### src/vns_pkg.sv
// Package for the vertex normal smoothing core: command codes, result kinds,
// register indexes and shared types. Used by all modules under src.
`timescale 1ns / 1ps
`default_nettype none
package vns_pkg;
   localparam logic [1:0] FUNC_LOAD   = 2'd0;
   localparam logic [1:0] FUNC_SMOOTH = 2'd1;
   localparam logic [1:0] FUNC_READ   = 2'd2;
   localparam logic [1:0] FUNC_UNUSED = 2'd3;
   localparam logic KIND_DONE = 1'b0;
   localparam logic KIND_READ = 1'b1;
   localparam logic [1:0] REG_STRICT = 2'd0;
   localparam logic [1:0] REG_PASSES = 2'd1;
   localparam logic [1:0] REG_LIMIT  = 2'd2;
   localparam logic [32:0] AXIS_LIMIT = 33'd1364;
   localparam logic [32:0] AXIS_MAX   = 33'd8192;
   localparam logic [66:0] POS_RADIUS_SQ = 67'd67108864;
   localparam logic [14:0] UNIT_NORM = 15'd16384;

   typedef struct packed {
      logic        strict_mode;
      logic [3:0]  pass_count;
      logic [14:0] limit;
   } cfg_type;

   typedef struct packed {
      logic [15:0] x;
      logic [15:0] y;
      logic [15:0] z;
   } norm_type;
endpackage
`default_nettype wire

### src/vns_norm.sv
// Normalizing unit for the smoothing core: scales a summed normal to unit
// length by a binary search of each component. Depends on vns_pkg.
`timescale 1ns / 1ps
`default_nettype none
module vns_norm #(
   parameter int SUM_W = 27
) (
   input  wire              clock,
   input  wire              reset,
   input  wire              start,
   input  wire [SUM_W-1:0]  sum_x,
   input  wire [SUM_W-1:0]  sum_y,
   input  wire [SUM_W-1:0]  sum_z,
   output logic             done,
   output vns_pkg::norm_type result
);
   localparam logic [2:0] S_IDLE = 3'd0, S_SHIFT = 3'd1, S_SQ = 3'd2,
      S_MID = 3'd3, S_O2 = 3'd4, S_CMP = 3'd5, S_NEXT = 3'd6;

   logic [2:0]       state_ff, state_in;
   logic [SUM_W-1:0] mag_ff [3];
   logic [SUM_W-1:0] mag_in [3];
   logic [2:0]       sgn_ff, sgn_in;
   logic [1:0]       axis_ff, axis_in;
   logic [33:0]      len2_ff, len2_in;
   logic [14:0]      lo_ff, lo_in, hi_ff, hi_in;
   logic [14:0]      mid;
   logic [29:0]      o2_ff, o2_in;
   logic [62:0]      t_ff, t_in;
   logic [15:0]      q_ff [3];
   logic [15:0]      q_in [3];
   logic [63:0]      prod;
   logic [15:0]      a_cur;
   logic [15:0]      mx16;

   assign mid   = 15'((16'(lo_ff) + 16'(hi_ff) + 16'd1) >> 1);
   assign a_cur = mag_ff[axis_ff][15:0];
   assign prod  = 64'(o2_ff) * 64'(len2_ff);
   assign mx16  = 16'((mag_ff[0] | mag_ff[1] | mag_ff[2]) >> 16);

   always_comb begin
      state_in = state_ff;
      mag_in   = mag_ff;
      sgn_in   = sgn_ff;
      axis_in  = axis_ff;
      len2_in  = len2_ff;
      lo_in    = lo_ff;
      hi_in    = hi_ff;
      o2_in    = o2_ff;
      t_in     = t_ff;
      q_in     = q_ff;
      done     = 1'b0;
      unique case (state_ff)
         S_IDLE: begin
            if (start) begin
               sgn_in = {sum_z[SUM_W-1], sum_y[SUM_W-1], sum_x[SUM_W-1]};
               mag_in[0] = sum_x[SUM_W-1] ? -sum_x : sum_x;
               mag_in[1] = sum_y[SUM_W-1] ? -sum_y : sum_y;
               mag_in[2] = sum_z[SUM_W-1] ? -sum_z : sum_z;
               len2_in = '0;
               axis_in = '0;
               state_in = S_SHIFT;
            end
         end
         S_SHIFT: begin
            if (mx16 != 16'd0) begin
               mag_in[0] = mag_ff[0] >> 1;
               mag_in[1] = mag_ff[1] >> 1;
               mag_in[2] = mag_ff[2] >> 1;
            end else begin
               state_in = S_SQ;
            end
         end
         S_SQ: begin
            len2_in = len2_ff + 34'(32'(a_cur) * 32'(a_cur));
            if (axis_ff == 2'd2) begin
               axis_in = '0;
               lo_in = '0;
               hi_in = vns_pkg::UNIT_NORM;
               t_in = 63'(32'(mag_ff[0][15:0]) * 32'(mag_ff[0][15:0])) << 30;
               state_in = S_MID;
            end else begin
               axis_in = axis_ff + 2'd1;
            end
         end
         S_MID: begin
            if (t_ff == '0 && axis_ff == 2'd0 && len2_ff == '0) begin
               q_in[axis_ff] = '0;
               state_in = S_NEXT;
            end else if (lo_ff < hi_ff) begin
               o2_in = 30'(15'(2 * 16'(mid) - 16'd1)) * 30'(15'(2 * 16'(mid) - 16'd1));
               state_in = S_O2;
            end else begin
               q_in[axis_ff] = sgn_ff[axis_ff] ? -16'(lo_ff) : 16'(lo_ff);
               state_in = S_NEXT;
            end
         end
         S_O2: state_in = S_CMP;
         S_CMP: begin
            if (prod <= 64'(t_ff)) lo_in = mid;
            else hi_in = mid - 15'd1;
            state_in = S_MID;
         end
         S_NEXT: begin
            if (len2_ff == '0) q_in[axis_ff] = '0;
            if (axis_ff == 2'd2) begin
               done = 1'b1;
               state_in = S_IDLE;
            end else begin
               axis_in = axis_ff + 2'd1;
               lo_in = '0;
               hi_in = vns_pkg::UNIT_NORM;
               t_in = 63'(32'(mag_ff[axis_ff + 2'd1][15:0]) *
                      32'(mag_ff[axis_ff + 2'd1][15:0])) << 30;
               state_in = S_MID;
            end
         end
         default: state_in = S_IDLE;
      endcase
   end

   always_ff @(posedge clock) begin
      if (reset) begin
         state_ff <= S_IDLE;
      end else begin
         state_ff <= state_in;
      end
      mag_ff  <= mag_in;
      sgn_ff  <= sgn_in;
      axis_ff <= axis_in;
      len2_ff <= len2_in;
      lo_ff   <= lo_in;
      hi_ff   <= hi_in;
      o2_ff   <= o2_in;
      t_ff    <= t_in;
      q_ff    <= q_in;
   end

   assign result.x = q_in[0];
   assign result.y = q_in[1];
   assign result.z = q_in[2];
endmodule
`default_nettype wire

### config.mk
export PLATFORM = sky130hd
export DESIGN_NAME = vns_norm
export DESIGN_NICKNAME = d
export VERILOG_FILES = /design/src/vns_pkg.sv /design/src/vns_norm.sv
export SDC_FILE = /design/constraint.sdc
export NUM_CORES = 2
export LEC_CHECK = 0
export ABC_CLOCK_PERIOD_IN_PS = 12300
export BUFFER_PORTS_ARGS = -buffer_cell sky130_fd_sc_hd__buf_2
export CAP_MARGIN = 10
export CORE_MARGIN = 2
export CORE_UTILIZATION = 24
export DETAILED_ROUTE_END_ITERATION = 6
export PLACE_DENSITY_LB_ADDON = 0.1
export SYNTH_ARGS = -nofsm -noshare
export SYNTH_HDL_FRONTEND = slang
export SYNTH_SLANG_ARGS = --single-unit
### constraint.sdc
create_clock -name clock -period 12.3 [get_ports clock]
set_clock_uncertainty 0.1 [all_clocks]
set_input_delay 2.46 -clock clock [delete_from_list [all_inputs] [get_ports clock]]
set_output_delay 2.46 -clock clock [all_outputs]
set_load 0.02 [all_outputs]
==> out/results.ini <==
[outcome]
status = finished clean

[clocking]
clkTransAtPathRegs_ns = 0.07
clockBufferDepth = 3
h-tree-depth = 2
ctsHoldBuffers = 0
cts_buffers = 44
cts_num_sinks = 259
cts.root.buffer_cell = clkbuf_16
cts_tree = done
clk_latency_ns = 0.64

[routing]
drcViolationCount = 0
wire_per_inst_um = 20.5
antenna_left = 0
wirelength_um = 248000
dr.pass1.iters = 5
vias_per_cell = 4.40
vias = 53100
drt_iter0_drc = 2399

[final_layout]
layout-drive-gt1-share_pct = 6.27
areaGrowthSynthToFinish_pct = 11.3
nNetsFinal = 10400
num-fill-cells = 32500

[yosys]
synth_top_cell_by_area = fa_1
ys_async_sr_fraction_pct = 0
yosysUniqueCellTypes = 85
avgSynthCellArea_um2 = 9.11
synth_cells = 7976
ys_top_cells_by_count = inv_1, fa_1, nand2_1
synthTopCellsByArea = fa_1, ha_1, inv_1
synth_area_mm2 = 0.0727
synth_edf_count = 208
synth_most_common_cell = inv_1
ys_dominant_reg_cell = edfxtp_1
yosys_register_bits = 259
yosysTopAreaCellShare_pct = 41.8
yosysSeqAreaShare_pct = 10.0
yosys_warnings = 0

[die]
ios = 133
initial_core_util_pct = 24.1
die_area_mm2 = 0.307
fp.dieH_um = 554
coreArea_mm2 = 0.302
rows = 202
die_w_um = 554

[critical_path]
start_kind = flop
rrSetupSlack_ns = 0.48
worst-path-buf-inv = 4
cp_slowest_cell = fa_1
cp.arrival_ns = 12.06
worst_ep_required_time_ns = 12.54
path_delay_family = adder cells
critPathMaxFanout = 34
max_stage_delay_ns = 0.62
criticalPathCategory = reg2reg
path_common_cell = fa_1
end_kind = flop

[grt]
grt_pass1_wl_um = 383000
grt_overflow = 0
grt_pass1_vias = 59600
grt_usage_pct = 16.4
grt_max_degree = 82
antenna_found_initial = 32

[timing]
worst_slew_pin_slew_ns = 1.14
max_clock_freq_mhz = 84.6
layout_min_cycle_time_ns = 11.82
tns_ns = 0
slew_headroom_pct = 24.0
rsz0062_at_grt = no
fin_crit_sh_pct = 96.1
setup_viol = 0
maxSlewViolCount = 0
finalHoldViolations = 0

[worst_hold_path]
hp-class = reg2reg

[placement]
dp_hpwl_um = 209000
place_congestion = 0.835
portBuffers = 132

[flow_run]
cap_viol_max_count = 0

-- logic make-up (layout without fill, tap and decap cells) --
logic type      count (synthesis)  count (layout)  synth area share (%)
buf+inv                      2087            2182                  10.8
compound gates                850             850                  7.64
flops                         259             259                  10.0
xor+xnor                      275             275                  3.32
fa+ha+maj                    2224            2224                  54.0
mux                            36              36                 0.511
other cells                     2              36                0.0103
simple gates                 2243            2243                  13.8
-- sequential cells by signal, summed over array words and instances, names as in the netlist --
signal	count
axis_ff	2
hi_ff	15
len2_ff	34
lo_ff	15
mag_ff	81
o2_ff	27
q_ff	48
sgn_ff	3
state_ff	3
t_ff	31
-- metal layers --
| metal | up-vias | part of all wire (%) | track usage (%) |
|---|---|---|---|
| met1 | 27400 | 49 | 23.3 |
| li1 | 24700 | - | - |
| met5 | - | 0.059 | 0 |
| met2 | 795 | 47 | 27.6 |
| met3 | 177 | 2.8 | 1.30 |
| met4 | 24 | 1.5 | 2.39 |
-- timing repair --
item	4_1_cts	5_1_grt
buffers inserted	0	14
gates resized for setup	0	9
endpoints found under the setup margin	0	30
-- path summary, 6_finish.rpt --
path,from,endpoint,cells after the start
max reg2reg,o2_ff[6]$_DFFE_PP_,lo_ff[0]$_SDFFCE_PP0P_,37
min,q_ff[32]$_DFF_P_,q_ff[32]$_DFF_P_,1
max,o2_ff[6]$_DFFE_PP_,lo_ff[0]$_SDFFCE_PP0P_,37
min reg2reg,q_ff[32]$_DFF_P_,q_ff[32]$_DFF_P_,1
-- layout make-up --
class                      instances  area (um^2)  area share [%]
clock buffer                      54         1180            1.46
clock inverter                    27          324           0.400
sequential                       259         7270            8.98
tap                             3978         4980            6.15
multi-input combinational       5659        57800            71.4
timing repair buffer             366         2890            3.57
inverter                        1735         6510            8.05
antenna                            5         12.5          0.0155
-- cells in the final DEF (no fill, tap or decap), drive strengths merged, types with 30 or more instances in the layout --
master / n
inv: 1722
fa: 1518
nand2: 1145
ha: 706
nor2: 459
buf: 366
and2: 253
a21oi: 218
edfxtp: 208
o21ai: 202
xnor2: 138
xor2: 137
a21o: 96
a22o: 57
nor3: 56
clkbuf: 54
dfxtp: 51
nand3: 49
nor4: 39
nand2b: 39
nor2b: 36
nand4: 36
conb: 31
o31ai: 31
clkinv: 30
-- metrics by stage --
stage | area [um^2] | utilization [%] | hold WS, ns | cells | worst slack [ns]
global placement | 79300 | 26.2 | 0.356 | 12000 | 0.156
CTS | 80800 | 26.7 | 0.374 | 12100 | 0.134
global route | 80900 | 26.8 | 0.387 | 12100 | 0.0240
finish | 80900 | 26.8 | 0.372 | 12100 | 0.483
floorplan | 72800 | - | 0.413 | 8005 | 0.525
detailed placement | 79300 | 26.2 | 0.357 | 12000 | 0.221
Power is not shown: default switching activity piles up to over one toggle a cycle in this logic, so the estimate is an artifact.
